==> src/rtl/scp_div_pipe.sv <==
module scp_div_pipe #(
  parameter int unsigned NumBits  = 40,
  parameter int unsigned DenBits  = 20,
  parameter int unsigned SideBits = 8
) (
  input  logic                  clk,
  input  logic                  rst,
  input  logic                  adv,
  input  logic                  in_valid,
  input  logic [NumBits-1:0]    num,
  input  logic [DenBits-1:0]    den,
  input  logic [SideBits-1:0]   side_in,
  output logic                  out_valid,
  output logic [NumBits-1:0]    quot,
  output logic [SideBits-1:0]   side_out
);

  logic [NumBits:1]     vld;
  logic [NumBits-1:0]   num_q  [1:NumBits];
  logic [DenBits:0]     rem_q  [1:NumBits];
  logic [DenBits-1:0]   den_q  [1:NumBits];
  logic [SideBits-1:0]  side_q [1:NumBits];

  for (genvar s = 0; s < NumBits; s++) begin : g_step
    logic                v_c;
    logic [NumBits-1:0]  num_c;
    logic [DenBits:0]    rem_c;
    logic [DenBits-1:0]  den_c;
    logic [SideBits-1:0] side_c;
    logic [DenBits:0]    rem_sh;
    logic                take;
    if (s == 0) begin : g_head
      assign v_c    = in_valid;
      assign num_c  = num;
      assign rem_c  = '0;
      assign den_c  = den;
      assign side_c = side_in;
    end else begin : g_tail
      assign v_c    = vld[s];
      assign num_c  = num_q[s];
      assign rem_c  = rem_q[s];
      assign den_c  = den_q[s];
      assign side_c = side_q[s];
    end
    always_comb begin
      rem_sh = {rem_c[DenBits-1:0], num_c[NumBits-1]};
      take   = rem_sh >= {1'b0, den_c};
    end
    always_ff @(posedge clk) begin
      if (rst) begin
        vld[s+1] <= 1'b0;
      end else if (adv) begin
        vld[s+1] <= v_c;
      end
    end
    always_ff @(posedge clk) begin
      if (adv) begin
        num_q[s+1]  <= {num_c[NumBits-2:0], take};
        rem_q[s+1]  <= take ? rem_sh - {1'b0, den_c} : rem_sh;
        den_q[s+1]  <= den_c;
        side_q[s+1] <= side_c;
      end
    end
  end

  assign out_valid = vld[NumBits];
  assign quot      = num_q[NumBits];
  assign side_out  = side_q[NumBits];

endmodule

==> config.mk <==
export PLATFORM = sky130hd
export DESIGN_NAME = scp_div_pipe
export DESIGN_NICKNAME = d
export VERILOG_FILES = /design/src/rtl/scp_div_pipe.sv
export SDC_FILE = /design/constraint.sdc
export NUM_CORES = 2
export LEC_CHECK = 0
export BUFFER_PORTS_ARGS = -buffer_cell sky130_fd_sc_hd__buf_2
export CAP_MARGIN = 20
export CORE_UTILIZATION = 45
export DETAILED_ROUTE_END_ITERATION = 8
export GPL_ROUTABILITY_DRIVEN = 0
export SETUP_SLACK_MARGIN = 0.15
export SLEW_MARGIN = 10
export SYNTH_ARGS = -nofsm -noshare
export SYNTH_HDL_FRONTEND = slang
export SYNTH_SLANG_ARGS = --single-unit
==> constraint.sdc <==
create_clock -name clk -period 3.5 [get_ports clk]
set_input_delay 0.7 -clock clk [delete_from_list [all_inputs] [get_ports clk]]
set_output_delay 0.7 -clock clk [all_outputs]
set_load 0.03 [all_outputs]
; Yosys cells after proc, flatten, opt, wreduce, memory -nomap -nowiden
; Memory sizes are Yosys's and may differ from the RTL's.
; Cells that the tools add are included.
[op_classes]
order_cmp = 40
addsub = 40
n_mux = 42
[op_table]
columns = operator, n
row1 = $mux W21, 40
row2 = $ge A21 B20 Y1, 39
row3 = $sub A21 B20 Y21, 39
row4 = $sub A1 B20 Y21, 1
row5 = $ge A1 B20 Y1, 1
row6 = $mux W1, 2
[totals]
n_memories = 4
ff_bits = 40
output_inout_bits = 49
mem_bits_rw = 3560
word_cells = 166
[mem_list]
columns = name, depth, width, rd, rd_ports_with_merged_regs, write_ports, line
row1 = num_q, 40, 40, 40, 0, 40, 19  ; logic [NumBits-1:0] num_q [1:NumBits];
row2 = rem_q, 40, 21, 39, 0, 40, 20  ; logic [DenBits:0] rem_q [1:NumBits];
row3 = den_q, 40, 20, 39, 0, 40, 21  ; logic [DenBits-1:0] den_q [1:NumBits];
row4 = side_q, 40, 8, 40, 0, 40, 22  ; logic [SideBits-1:0] side_q [1:NumBits];

; Depth between registers and ports, before layout
; An unclocked memory read counts as a cell.
[logic_depth]
depth_word = 3
depth_mapped = 13

; Least setup slack after synthesis
; No wires, ideal clock.
[synth_path]
path_type = register -> register
start = register, netlist name den_q[0][61]
end = register, netlist name rem_q[0][87]
period_less_slack_ps = 3088
n_path_buf = 1
slack_ps = 412
path_stages_with_launch = 13
required_ps = 3240
t_arrival_ps = 2828
cell_sequence = edfxtp_1 inv_1 ha_1 nor2b_4 o21ba_1 o31a_1 o2111ai_2 a21oi_2 o31ai_4 a21oi_2 a2111oi_4 buf_6 mux2_4

==> metrics.log <==
[metrics] Worst path most repeated cell: a21oi_2
[metrics] remaining antenna violation count: 0
[metrics] Post-Synthesis Net Count: 11561
[metrics] antenna violations before repair: 5
[metrics] synthesized instance count: 10669
[metrics] clock tree from TritonCTS: done
[metrics] Worst Path Arrival: 4000 ps
[metrics] worst-case clock skew: 36.4 ps
[metrics] Worst Setup Slack post-DPL: -29.0 ps
[metrics] worst path buffer plus inverter count: 2
[metrics] detailed placer's ending HPWL: 200000 um
[metrics] maximum fanout count along the critical path: 5
[metrics] Die X: 587 um
[metrics] simple logic cell fraction of the synthesized area: 6.19%
[metrics] power per cell area: 874 nW/um2
[metrics] share of synthesized area occupied by flip-flops and latches: 68.4%
[metrics] total of fill cells in the finished design: 27828
[metrics] adder-cell share of the synthesized area: 6.85%
[metrics] Crit Reg-Reg Endpoint: rem_q[0][99]
[metrics] minimum setup slack in the final design: 194 ps
[metrics] launching point of the worst reg2reg path: rem_q[0][63]
[metrics] multiplexer share of the synthesized area: 3.54%
[metrics] Synth Area in XOR/XNOR: 3.29%
[metrics] number of sinks on the clock net: 3520
[metrics] Main synth FF type: edfxtp_1
[metrics] standard-cell row count: 214
[metrics] number of synthesized flops with an enable pin: 3480
[metrics] Min Clock Period, post-route: 3310 ps
[metrics] kind of end point of the critical path: flop
[metrics] aggregate global routing overflow: 0
[metrics] area delta synth->final: 14.7%
[metrics] final wirelength: 291000 um
[metrics] largest net degree at the start of global routing: 126
[metrics] accumulated negative setup slack: 0 ps
[metrics] starting utilization of the core area: 45.3%
[metrics] number of max-cap violations: 0
[metrics] Slew Limit Headroom: 46.8%
[metrics] clock transition at the register clock pins on the worst setup and hold paths after CTS: 60 ps
[metrics] number of warnings printed during yosys synthesis: 0
[metrics] hold_sp: num[5]
[metrics] total count of hold-check failures in the final report: 0
[metrics] CP Class: reg2reg
[metrics] Tightest Pin Transition: 798 ps
[metrics] Slew Limit Fails: 0
[metrics] first-pass iteration count of the detailed router: 6
[metrics] final-report setup violation count: 0
[metrics] maximum VDD drop: 0.498 mV
[metrics] total CTS buffers: 376
[metrics] Root Buffer: clkbuf_16
[metrics] post-DR wirelength/cell: 17.9 um
[metrics] mapped cell area: 154000 um2
[metrics] Die Ht: 587 um
[metrics] compound-gate portion of the synthesized area: 8.77%
[metrics] run status: complete, no violations
[metrics] Pleak: 0.0677 uW
[metrics] slowest cell on the critical path: edfxtp_1
[metrics] top-level port count: 121
[metrics] vias per cell: 5.27
[metrics] HP Class: in2reg
[metrics] total number of vias: 85671
[metrics] detailed-route DRC error count: 0
[metrics] crit-path max cell delay: 390 ps
[metrics] FMAX: 0.303 GHz
[metrics] proportion of layout cells with a drive suffix above 1: 13.8%
[metrics] synthesized area per cell: 14.4 um2
[metrics] cell family contributing the most delay on the critical path: compound AO/OA/AOI/OAI gates
[metrics] vias in the first global route: 84597
[metrics] Cells on Worst Hold Path: 1
[metrics] fraction of registers with async set/reset: 0%
[metrics] total number of nets in the final design: 12286
[metrics] register bit count reported by yosys: 3520
[metrics] Core Footprint: 340000 um2
[metrics] first-pass GRT wire length: 458000 um
[metrics] clock latency on the worst-skew pair: 940 ps
[metrics] Reg2Reg Depth: 12
[metrics] Worst EP required: 4190 ps
[metrics] area of the die: 345000 um2
[metrics] main combinational cell family by area after synthesis: compound AO/OA/AOI/OAI gates
[metrics] post-route fraction of the period consumed by the critical path: 94.5%
[metrics] critical path launch point type: flop
[metrics] Total Routing Usage GR: 16.3%
[metrics] clock buffer depth: 4
[metrics] RSZ-0062 raised after global routing: true
[metrics] maximum level of the CTS H-tree: 5
[metrics] DRC violation total after the first TritonRoute iteration: 6495
[metrics] endpoint of the worst hold-timing path: num_q[0][46]
[metrics] ordered list of cells on the worst path: ha_1 > nor2b_4 > o21ba_1 > o31a_1 > o2111ai_2 > a21oi_2 > o31ai_4 > a21oi_2 > a2111oi_4 > buf_4 > clkbuf_16 > mux2_4
[metrics] post-synthesis cell type count: 108
[metrics] count of buffers inserted at the top-level ports: 120
[metrics] flop2flop setup slack: 190 ps
report_power, final:
group / total, uW / switching, uW / internal (uW)
combinational: 53700 / 28400 / 25300
clock: 39600 / 16500 / 23100
sequential: 61100 / 4330 / 56700
layer usage:
metal,vias up,part of all wire [%],global-route usage [%]
met5,-,0,0
met1,41619,46,22.7
met2,2140,46,26.4
met3,644,4.5,2.10
met4,0,3.6,6.06
li1,41268,-,-
metrics by stage:
stage / area (um2) / hold slack (ps) / power [uW] / cells / util [%]
CTS: 175000 / 16.8 / 154000 / 16167 / 51.5
floorplan: 154000 / 400 / 98800 / 10669 / -
finish: 177000 / 104 / 154000 / 16246 / 51.9
detailed placement: 162000 / 405 / 113000 / 15399 / 47.6
global route: 177000 / 42.0 / 163000 / 16246 / 51.9
global placement: 162000 / 400 / 111000 / 15398 / 47.6
logic make-up (layout without fill, tap and decap cells):
logic type,Yosys count,after routing
compound gates,2093,2093
xor+xnor,578,578
fa+ha+maj,820,820
buf+inv,1172,2211
flops,3520,3520
mux,489,489
other cells,0,2
simple gates,1997,1997
cells in the final DEF (no fill, tap or decap), types with 55 or more instances in the layout:
cell	count
nor2b_1	122
nand3_1	137
o21a_1	106
mux2i_1	90
edfxtp_1	3480
nand2_1	475
or3_1	57
buf_4	246
clkinv_2	75
nand2b_1	113
clkbuf_16	387
ha_1	764
inv_1	1005
a21o_1	283
a21oi_1	618
nor3_1	146
clkinv_1	77
buf_12	56
dlygate4sd3_1	67
nor2_1	631
clkbuf_1	55
buf_2	120
mux2_2	366
o21ai_0	413
nand4_1	83
xnor2_1	370
a211oi_1	60
a31oi_1	58
xor2_1	208
final cells by class:
| type | count | area [um2] | area share, % |
|---|---|---|---|
| diodes | 2 | 5.00 | 0.00283 |
| clock buffers | 435 | 9720 | 5.50 |
| clock inverters | 257 | 2750 | 1.55 |
| inverters | 1011 | 3790 | 2.15 |
| multi-input cells | 5977 | 44900 | 25.4 |
| flip-flops and latches | 3520 | 105000 | 59.6 |
| well taps | 4536 | 5680 | 3.21 |
| repair buffers | 508 | 4550 | 2.57 |
sequential cells by signal (all words and copies together) (netlist names):
register    flops
den_q         780
rem_q         780
out_valid       1
num_q        1600
side_q        320
g_step.v_c     39
what timing repair did:
action / in CTS / in global routing
hold endpoints to repair: 67 / 0
setup buffers: 8 / 67
hold buffers: 67 / 0
cloned: 1 / 10
resized for setup: 26 / 162
pin swaps: 9 / 69
endpoints found under the setup margin: 244 / 556
cell usage after synthesis (15+ instances only):
library cell | number | share of area [%]
o22ai_1 | 16 | 0.065
dfxtp_1 | 40 | 0.52
nand3_1 | 138 | 0.45
nor3_1 | 147 | 0.48
a211oi_1 | 68 | 0.33
mux2_4 | 16 | 0.16
o211ai_1 | 41 | 0.20
buf_4 | 25 | 0.12
o21a_1 | 107 | 0.52
a21o_1 | 283 | 1.4
or4_1 | 15 | 0.073
nor2_1 | 635 | 1.5
ha_1 | 782 | 6.4
o21bai_1 | 51 | 0.25
buf_2 | 41 | 0.13
o31a_1 | 33 | 0.19
a211o_1 | 29 | 0.16
nor2b_1 | 126 | 0.51
a21oi_1 | 637 | 2.1
a21boi_0 | 35 | 0.17
mux2i_1 | 90 | 0.58
clkbuf_1 | 75 | 0.18
mux2_2 | 374 | 2.7
edfxtp_1 | 3480 | 68
a31oi_1 | 64 | 0.26
nand2b_1 | 113 | 0.46
xor2_1 | 208 | 1.2
or3_1 | 57 | 0.23
o41ai_1 | 19 | 0.11
o21ai_0 | 439 | 1.4
inv_1 | 1007 | 2.5
fa_1 | 38 | 0.49
xnor2_1 | 370 | 2.1
o21ai_1 | 35 | 0.11
nor4_1 | 26 | 0.11
a221oi_1 | 26 | 0.15
or2_2 | 36 | 0.15
nand2_1 | 475 | 1.2
and2_1 | 37 | 0.15
and3_1 | 50 | 0.20
o31ai_1 | 36 | 0.18
nand4_1 | 83 | 0.34
how the worst max path moves through the flow:
stage	slack (ps)	endpoint	startpoint	cells past startpoint
after floorplan	410	rem_q[0][87]	den_q[0][61]	12
after global placement	-410	rem_q[0][548]	den_q[0][501]	11
after detailed placement	-30	rem_q[0][838]	rem_q[0][805]	11
after CTS	140	rem_q[0][98]	rem_q[0][65]	11
after global routing	70	rem_q[0][717]	den_q[0][661]	11
final	190	rem_q[0][99]	rem_q[0][63]	12
worst reg2reg max path, stage by stage, from the launching register on:
cell	delay [ps]
edfxtp_1	390
ha_1	310
nor2b_4	140
o21ba_1	180
o31a_1	310
o2111ai_2	250
a21oi_2	120
o31ai_4	210
a21oi_2	110
a2111oi_4	370
buf_4	220
clkbuf_16	160
mux2_4	300
(Power assumes the default switching activity.)
