### src/rtl/scp_sqrt_pipe.sv
module scp_sqrt_pipe #(
  parameter int unsigned RadBits  = 36,
  parameter int unsigned SideBits = 8
) (
  input  logic                     clk,
  input  logic                     rst,
  input  logic                     adv,
  input  logic                     in_valid,
  input  logic [RadBits-1:0]       rad,
  input  logic [SideBits-1:0]      side_in,
  output logic                     out_valid,
  output logic [RadBits/2-1:0]     root,
  output logic [SideBits-1:0]      side_out
);

  localparam int unsigned Steps    = RadBits / 2;
  localparam int unsigned RemBits  = Steps + 2;

  logic [Steps:1]                 vld;
  logic [RadBits-1:0]             rad_q  [1:Steps];
  logic [RemBits-1:0]             rem_q  [1:Steps];
  logic [Steps-1:0]               root_q [1:Steps];
  logic [SideBits-1:0]            side_q [1:Steps];

  for (genvar s = 0; s < Steps; s++) begin : g_step
    logic                v_c;
    logic [RadBits-1:0]  rad_c;
    logic [RemBits-1:0]  rem_c;
    logic [Steps-1:0]    root_c;
    logic [SideBits-1:0] side_c;
    logic [RemBits-1:0]  rem_sh;
    logic [RemBits-1:0]  trial;
    logic                take;
    if (s == 0) begin : g_head
      assign v_c    = in_valid;
      assign rad_c  = rad;
      assign rem_c  = '0;
      assign root_c = '0;
      assign side_c = side_in;
    end else begin : g_tail
      assign v_c    = vld[s];
      assign rad_c  = rad_q[s];
      assign rem_c  = rem_q[s];
      assign root_c = root_q[s];
      assign side_c = side_q[s];
    end
    always_comb begin
      rem_sh = {rem_c[RemBits-3:0], rad_c[RadBits-1 -: 2]};
      trial  = {root_c, 2'b01};
      take   = rem_sh >= trial;
    end
    always_ff @(posedge clk) begin
      if (rst) begin
        vld[s+1] <= 1'b0;
      end else if (adv) begin
        vld[s+1] <= v_c;
      end
    end
    always_ff @(posedge clk) begin
      if (adv) begin
        rad_q[s+1]  <= {rad_c[RadBits-3:0], 2'b00};
        rem_q[s+1]  <= take ? rem_sh - trial : rem_sh;
        root_q[s+1] <= {root_c[Steps-2:0], take};
        side_q[s+1] <= side_c;
      end
    end
  end

  assign out_valid = vld[Steps];
  assign root      = root_q[Steps];
  assign side_out  = side_q[Steps];

endmodule

### config.mk
export PLATFORM = sky130hd
export DESIGN_NAME = scp_sqrt_pipe
export DESIGN_NICKNAME = d
export VERILOG_FILES = /design/src/rtl/scp_sqrt_pipe.sv
export SDC_FILE = /design/constraint.sdc
export NUM_CORES = 1
export LEC_CHECK = 0
export BUFFER_PORTS_ARGS = -buffer_cell sky130_fd_sc_hd__buf_2
export CAP_MARGIN = 15
export CELL_PAD_IN_SITES_DETAIL_PLACEMENT = 2
export CELL_PAD_IN_SITES_GLOBAL_PLACEMENT = 2
export CORE_ASPECT_RATIO = 1.4
export CORE_MARGIN = 10
export CORE_UTILIZATION = 28
export CTS_CLUSTER_DIAMETER = 120
export CTS_CLUSTER_SIZE = 40
export DETAILED_ROUTE_END_ITERATION = 10
export HOLD_SLACK_MARGIN = 0.03
export PLACE_DENSITY_LB_ADDON = 0.3
export SLEW_MARGIN = 20
export SYNTH_ARGS = -nofsm -noshare
export SYNTH_HDL_FRONTEND = slang
export SYNTH_SLANG_ARGS = --single-unit
export TNS_END_PERCENT = 30
### constraint.sdc
create_clock -name clk -period 3.4 [get_ports clk]
set_input_delay 0.17 -clock clk [delete_from_list [all_inputs] [get_ports clk]]
set_output_delay 0.17 -clock clk [all_outputs]
set_load 0.05 [all_outputs]
# Word-level counts from Yosys, hierarchy flattened
# Memories as Yosys holds them, arrays and structs flattened.
# Index checks and enable logic that the tools add are counted.
dict set report totals {
  ff_bits 18
  mem_bits_rw 1440
  in_bits 48
  out_inout_bits 27
  mem_count 4
}
# name depth word_bits read_ports rd_ports_with_merged_regs write_ports line
set mem_list {}
lappend mem_list {rad_q 18 34 17 0 18 20} ;# logic [RadBits-1:0] rad_q [1:Steps];
lappend mem_list {rem_q 18 20 17 0 18 21} ;# logic [RemBits-1:0] rem_q [1:Steps];
lappend mem_list {root_q 18 18 18 0 18 22} ;# logic [Steps-1:0] root_q [1:Steps];
lappend mem_list {side_q 18 8 18 0 18 23} ;# logic [SideBits-1:0] side_q [1:Steps];
dict set report op_classes {
  addsub 18
  n_lt_le_gt_ge 18
  mux 20
}
# op n
set op_table {}
lappend op_table {{$mux W20} 18}
lappend op_table {{$ge A20 B20 Y1} 17}
lappend op_table {{$sub A20 B20 Y20} 17}
lappend op_table {{$sub A2 B1 Y3 const B} 1}
lappend op_table {{$ge A2 B1 Y1 const B} 1}
lappend op_table {{$mux W1} 2}

# Longest topological paths before layout
# Gate-level depths: netlist of run 1.
# An unclocked memory read counts as a cell.
dict set report logic_depth {
  word_depth 3
  mapped_depth 12
}

# Least setup slack after synthesis of run 1
# Ideal clock, no wire load.
dict set report synth_timing {
  path_type {register to register}
  from {reg rem_q[1][4] (netlist name)}
  to {reg rem_q[1][37] (netlist name)}
  setup_ns 0.271
  arrival_ns 2.922
  required_ns 3.129
  slack_ns 0.206
  stages_incl_launch_ff 9
  path_cell_list {edfxtp_1 or4_1 or4_4 or3_4 or4_4 or3b_4 nand2_2 nor4_1 xor2_1}
}

==> qor.yml, run 1 <==
first_pass_iters: 4
clock_sinks: 925
root_buffer: "clkbuf_16"
place_hpwl_mm: 61.8
synthesis.instances: 2763
nNetsFinal: 3198
power_density_nw_per_um2: 553
cts_setup_buffers: 0
postSynthAreaPerCell_sq_um: 14.4
h-tree-depth: 1
synth_area_leaders: "edfxtp_1, ha_1, xnor2_1"
numCtsBuffers: 29
core_area_sq_um: 141000
finalSetupViolCount: 0
peakVddDrop_mv: 0.353
worstPathRequired_ps: 3860
synthesis.nets: 3001
grt_setup_unrepaired: "false"
place.gp.congestion: 0.785
clk_pin_slew_worst_paths_ps: 150
rows: 163
synth_top_area_cell: "edfxtp_1"
drc: 0
grt_pass1_vias: 24600
clk_path_buf_depth: 3
drive_above_1_share_pct: 9.23
clock_latency_ps: 710
detailedRoute.firstIterationViolations: 812
netlist-cell-type-count: 71
path_class: "reg -> reg"
async_flop_share_pct: 0
slew_violations: 0
start_kind: "flip-flop"
synth_top_area_share_pct: 68.7
synth_top_flop_cell: "edfxtp_1"
syn2layout_area_growth_pct: 12.3
antenna_cells: 0
worst_clock_skew_ps: 58.5
synth-edff-count: 907
start_util_pct: 28.1
period_minus_slack_ps: 3300
finalHoldViolCount: 0
maxSlewHeadroom_pct: 49.0
nFillCells: 14700
ys_warn_count: 0
vias: 21800
cp_max_fo: 6
routed_via_density: 4.47
cp.arrival_ps: 3760
fin_hold_ws_ps: 152
drt-wirelength-per-cell_um: 16.9
io_buffers: 74
grt_usage_pct: 10.4
status: "finished clean"
syn-cell-area_sq_um: 39700
grt_pass1_wl_mm: 132
synth-seq-cells: 925
dieArea_sq_um: 157000
cp-end-kind: "flip-flop"
final_util_pct: 31.6
yosysSeqAreaShare_pct: 69.6
die_y_um: 465
tns_ps: 0
fmax_mhz: 303
grt_start_max_net_pins: 102
power_leakage_nw: 16.5
postRouteAntennaNets: 0
antenna_found_initial: 0
finalCritPeriodShare_pct: 97.0
boundaryPins: 75
hp-class: "in -> reg"
fp.dieW_um: 338
grt_overflow: 0
max-cap-violations: 0
wl_mm: 82.7
cts_tree: "yes"
worst_pin_slew_ps: 755
==> state kept, by name, indices dropped and copies added, names as in the netlist <==
name        flops
g_step.v_c     17
out_valid       1
rad_q         306
rem_q         286
root_q        171
side_q        144
==> power by group <==
group	internal, mW	switching, mW	total, mW
sequential	14.0	0.655	14.7
combinational	2.09	2.54	4.63
clock	1.85	3.51	5.35
total	17.9	6.70	24.6
==> final cells by class <==
| cell class | count | area, sq um | area share [%] |
|---|---|---|---|
| tap | 1897 | 2370 | 5.33 |
| timing repair buffer | 202 | 1650 | 3.71 |
| clock buffer | 40 | 788 | 1.77 |
| inverter | 228 | 856 | 1.92 |
| clock inverter | 11 | 178 | 0.399 |
| multi-input combinational | 1574 | 11100 | 24.9 |
| sequential | 925 | 27600 | 62.0 |
==> logic make-up (layout without fill, tap and decap cells) <==
family	count (synthesis)	count (layout)	synth area share, %
mux	81	81	2.23
xor+xnor	218	218	4.82
buf+inv	264	481	2.51
compound gates	480	480	7.42
other cells	1	1	0.00946
simple gates	604	604	7.42
flops	925	925	69.6
fa+ha+maj	190	190	6.00
==> worst max-delay path: stages (launching register included) <==
cell and delay, ps:
edfxtp_1 430, or4_4 550, or4_4 450, or3_4 360
or4_4 490, or3b_4 420, nand2_2 140, nor4_1 80
xor2_1 140
==> through the flow <==
| step | total power, mW | setup slack (ps) | area [sq um] | cells |
|---|---|---|---|---|
| finish | 24.6 | 100 | 44500 | 4877 |
| global route | 26.0 | 22.3 | 44500 | 4877 |
| CTS | 25.1 | 61.9 | 44500 | 4877 |
| detailed placement | 19.6 | 96.5 | 43100 | 4777 |
| global placement | 19.4 | 114 | 43100 | 4777 |
| floorplan | 17.9 | 206 | 39700 | 2763 |
==> repair_timing <==
| item | 4_1_cts | 5_1_grt |
|---|---|---|
| setup endpoints to repair | 0 | 4 |
| endpoints found under the hold margin | 100 | 0 |
| resized for setup | 0 | 2 |
| hold buffers | 49 | 0 |
==> Yosys cell counts, types with 20 or more instances <==
library cell,instances
a21o_1,38
a21oi_1,191
clkbuf_1,32
edfxtp_1,907
ha_1,190
inv_1,226
mux2_2,60
mux2i_1,21
nand2_1,141
nand2b_1,29
nand3_1,38
nand4_1,24
nor2_1,184
nor2b_1,31
nor3_1,52
nor4_1,27
o21a_1,49
o21ai_0,96
or3_1,20
xnor2_1,123
xor2_1,95
==> cell usage in the layout (no fill, tap or decap), drive strengths merged, types with 5 or more instances in the layout <==
master,instances
edfxtp,907
inv,232
a21oi,191
ha,190
nor2,184
buf,153
nand2,142
xnor2,123
o21ai,96
xor2,95
mux2,60
nor3,52
o21a,49
dlygate4sd3,49
clkbuf,40
nand3,38
a21o,38
nor2b,31
nand2b,29
nor4,27
nand4,24
mux2i,21
or3,21
dfxtp,18
o211ai,16
or4,13
o31ai,9
a211oi,9
and3,9
a31oi,9
o21bai,7
o22ai,7
o41ai,7
nand3b,6
or2,6
a21boi,5
nand4b,5
and4,5
==> worst paths after layout <==
kind | from | to | slack (ps) | depth (start not counted)
max | rem_q[1][4]$_DFFE_PP_ | rem_q[1][37]$_DFFE_PP_ | 100 | 8
min | side_in[4] | side_q[0][12]$_DFFE_PP_ | 150 | 2
max reg2reg | rem_q[1][4]$_DFFE_PP_ | rem_q[1][37]$_DFFE_PP_ | 100 | 8
min reg2reg | side_q[0][23]$_DFFE_PP_ | side_q[0][31]$_DFFE_PP_ | 360 | 0
==> per-layer routing <==
layer / wire (um) / vias up / GRT usage (%)
li1: - / 10500 / -
met1: 29100 / 11000 / 9.90
met2: 49300 / 167 / 22.3
met3: 1790 / 94 / 1.06
met4: 2470 / 0 / 3.11
met5: 0 / - / 0
Power figures use the tool's default switching activity.
==> run 2, diff against run 1 <==
- CORE_UTILIZATION: 28 -> 42
==> run 2 against run 1 <==
  * Die area down 32%
  * Maximum frequency about the same
  * First-iteration DRC count up 35%
  * Critical path type unchanged
  * Via count up 2.4%
  * Clock power down 9.2%
  * Utilization up 15 points
  * Critical endpoint unchanged
  * Global-route usage up 6.7 points
  * Sequential power about the same
  * Clock skew down 11 ps
  * Flip-flop and latch count unchanged
  * Clock-buffer cell count up 1
  * Sequential share of layout area up 1.6 points
==> qor.yml, run 2 (synthesis results as in run 1) <==
worstReg2RegStart: "rem_q[1][6]$_DFFE_PP_"
numCtsBuffers: 27
layout_common_cells: "edfxtp_1, inv_1, a21oi_1"
detailedRoute.firstIterationViolations: 1100
cp-end-kind: "flip-flop"
reg_top3: "rad_q x306, rem_q x286, root_q x171"
regMostFlops: "rad_q"
switching_power_mw: 6.71
layout_commonest_cell: "edfxtp_1"
place.gp.congestion: 0.858
grt_setup_unrepaired: "false"
max-cap-violations: 0
fin_hold_ws_ps: 187
largest_reg_flops: 306
period_minus_slack_ps: 3300
maxSlewHeadroom_pct: 42.2
rows: 133
cp_slowest_cell: "or4_4"
seqPwrFrac_pct: 60.5
cp.arrival_ps: 3750
r2r_slack_ps: 100
syn2layout_area_growth_pct: 9.56
fmax_mhz: 303
finalCritPeriodShare_pct: 97.1
power_leakage_nw: 16.4
finalSetupViolCount: 0
cpMostUsedCell: "or4_4"
path_cells: "or4_4 -> or4_4 -> or3_4 -> or4_4 -> or3b_4 -> nand2_4 -> nor4_1 -> xor2_1"
worstHoldEndpoint: "rad_q[0][40]$_DFFE_PP_"
hold_depth: 2
grt_usage_pct: 17.1
cts_tree: "yes"
p_int_mw: 17.6
root_buffer: "clkbuf_16"
first_pass_iters: 4
critPathMaxStageDelay_ps: 510
status: "finished clean"
combPwrFrac_pct: 19.6
start_util_pct: 42.2
grt_start_max_net_pins: 110
routed_via_density: 5.35
wl_mm: 92.6
hold_path_startpoint: "rad[6]"
io_buffers: 74
path_class: "reg -> reg"
power_density_nw_per_um2: 561
hp-class: "in -> reg"
clock_latency_ps: 690
vias: 22300
clk_pin_slew_worst_paths_ps: 160
rr_worst_depth: 8
sw_frac_of_total_pct: 27.6
total_power_mw: 24.4
worst_clock_skew_ps: 47.0
die_y_um: 384
dieArea_sq_um: 107000
worst-path-buf-inv: 0
place_hpwl_mm: 70.2
fp.dieW_um: 280
p_clk_share_pct: 19.9
crit_family: "simple AND/OR/NAND/NOR gates"
postRouteAntennaNets: 0
drc: 0
clk_path_buf_depth: 3
worstPathRequired_ps: 3850
drive_above_1_share_pct: 8.51
antenna_cells: 0
rr_endpoint: "rem_q[1][37]$_DFFE_PP_"
grt_overflow: 0
clock_sinks: 925
peakVddDrop_mv: 0.757
slew_violations: 0
grt_pass1_vias: 25700
grt_pass1_wl_mm: 146
finalHoldViolCount: 0
boundaryPins: 75
nNetsFinal: 3184
h-tree-depth: 1
tns_ps: 0
core_area_sq_um: 93900
start_kind: "flip-flop"
drt-wirelength-per-cell_um: 22.2
cp_max_fo: 6
antenna_found_initial: 1
worst_pin_slew_ps: 862
run 2: worst max path at each step:
stage | to | cells past startpoint | start
floorplan | rem_q[1][37]$_DFFE_PP_ | 8 | rem_q[1][4]$_DFFE_PP_
global placement | rem_q[1][37]$_DFFE_PP_ | 8 | rem_q[1][4]$_DFFE_PP_
detailed placement | rem_q[1][37]$_DFFE_PP_ | 8 | rem_q[1][6]$_DFFE_PP_
CTS | rem_q[1][37]$_DFFE_PP_ | 8 | rem_q[1][6]$_DFFE_PP_
global route | rem_q[1][37]$_DFFE_PP_ | 8 | rem_q[1][4]$_DFFE_PP_
finish | rem_q[1][37]$_DFFE_PP_ | 8 | rem_q[1][6]$_DFFE_PP_
run 2: layout make-up:
cell class	count	area, sq um
inverter	228	856
clock inverter	3	56.3
tap	1215	1520
timing repair buffer	190	1600
clock buffer	41	728
sequential	925	27600
fill	9003	50400
multi-input combinational	1574	11100
run 2: power by group through the flow:
stage                     Combinational, mW  Sequential (mW)  Clock [mW]
final                                  4.77             14.7        4.86
after global routing                   5.32             14.9        5.36
after CTS                              4.83             14.8        5.05
after detailed placement               4.75             15.0           0
after global placement                 4.36             14.9           0
after floorplan                        3.15             14.7           0
run 2: per-layer routing:
layer  track usage [%]  up-vias  wire [um]
li1                  -    10500          -
met1              16.5    11400      32000
met2              36.5      236      55800
met3              1.37      137       1700
met4              5.60        0       3000
met5                 0        -          0
run 2: worst reg2reg max path: cells and delay by family (launching register included):
| family | cells | cell delay (ps) |
|---|---|---|
| xor+xnor | 1 | 160 |
| flops | 1 | 460 |
| simple gates | 7 | 2460 |
run 2: through the flow:
stage               setup slack, ps  cells  utilization, %  instance area, sq um
floorplan                       206   2763               -                 39700
global placement                121   4082            44.9                 42200
detailed placement             14.1   4082            44.9                 42200
CTS                            3.18   4175            46.3                 43400
global route                   5.59   4176            46.3                 43400
finish                         98.5   4176            46.3                 43400
run 2: timing repair:
| item | 4_1_cts | 5_1_grt |
|---|---|---|
| resized for setup | 0 | 2 |
| buffers inserted | 0 | 1 |
| hold endpoints to repair | 123 | 0 |
| hold buffers | 49 | 0 |
| endpoints found under the setup margin | 0 | 6 |
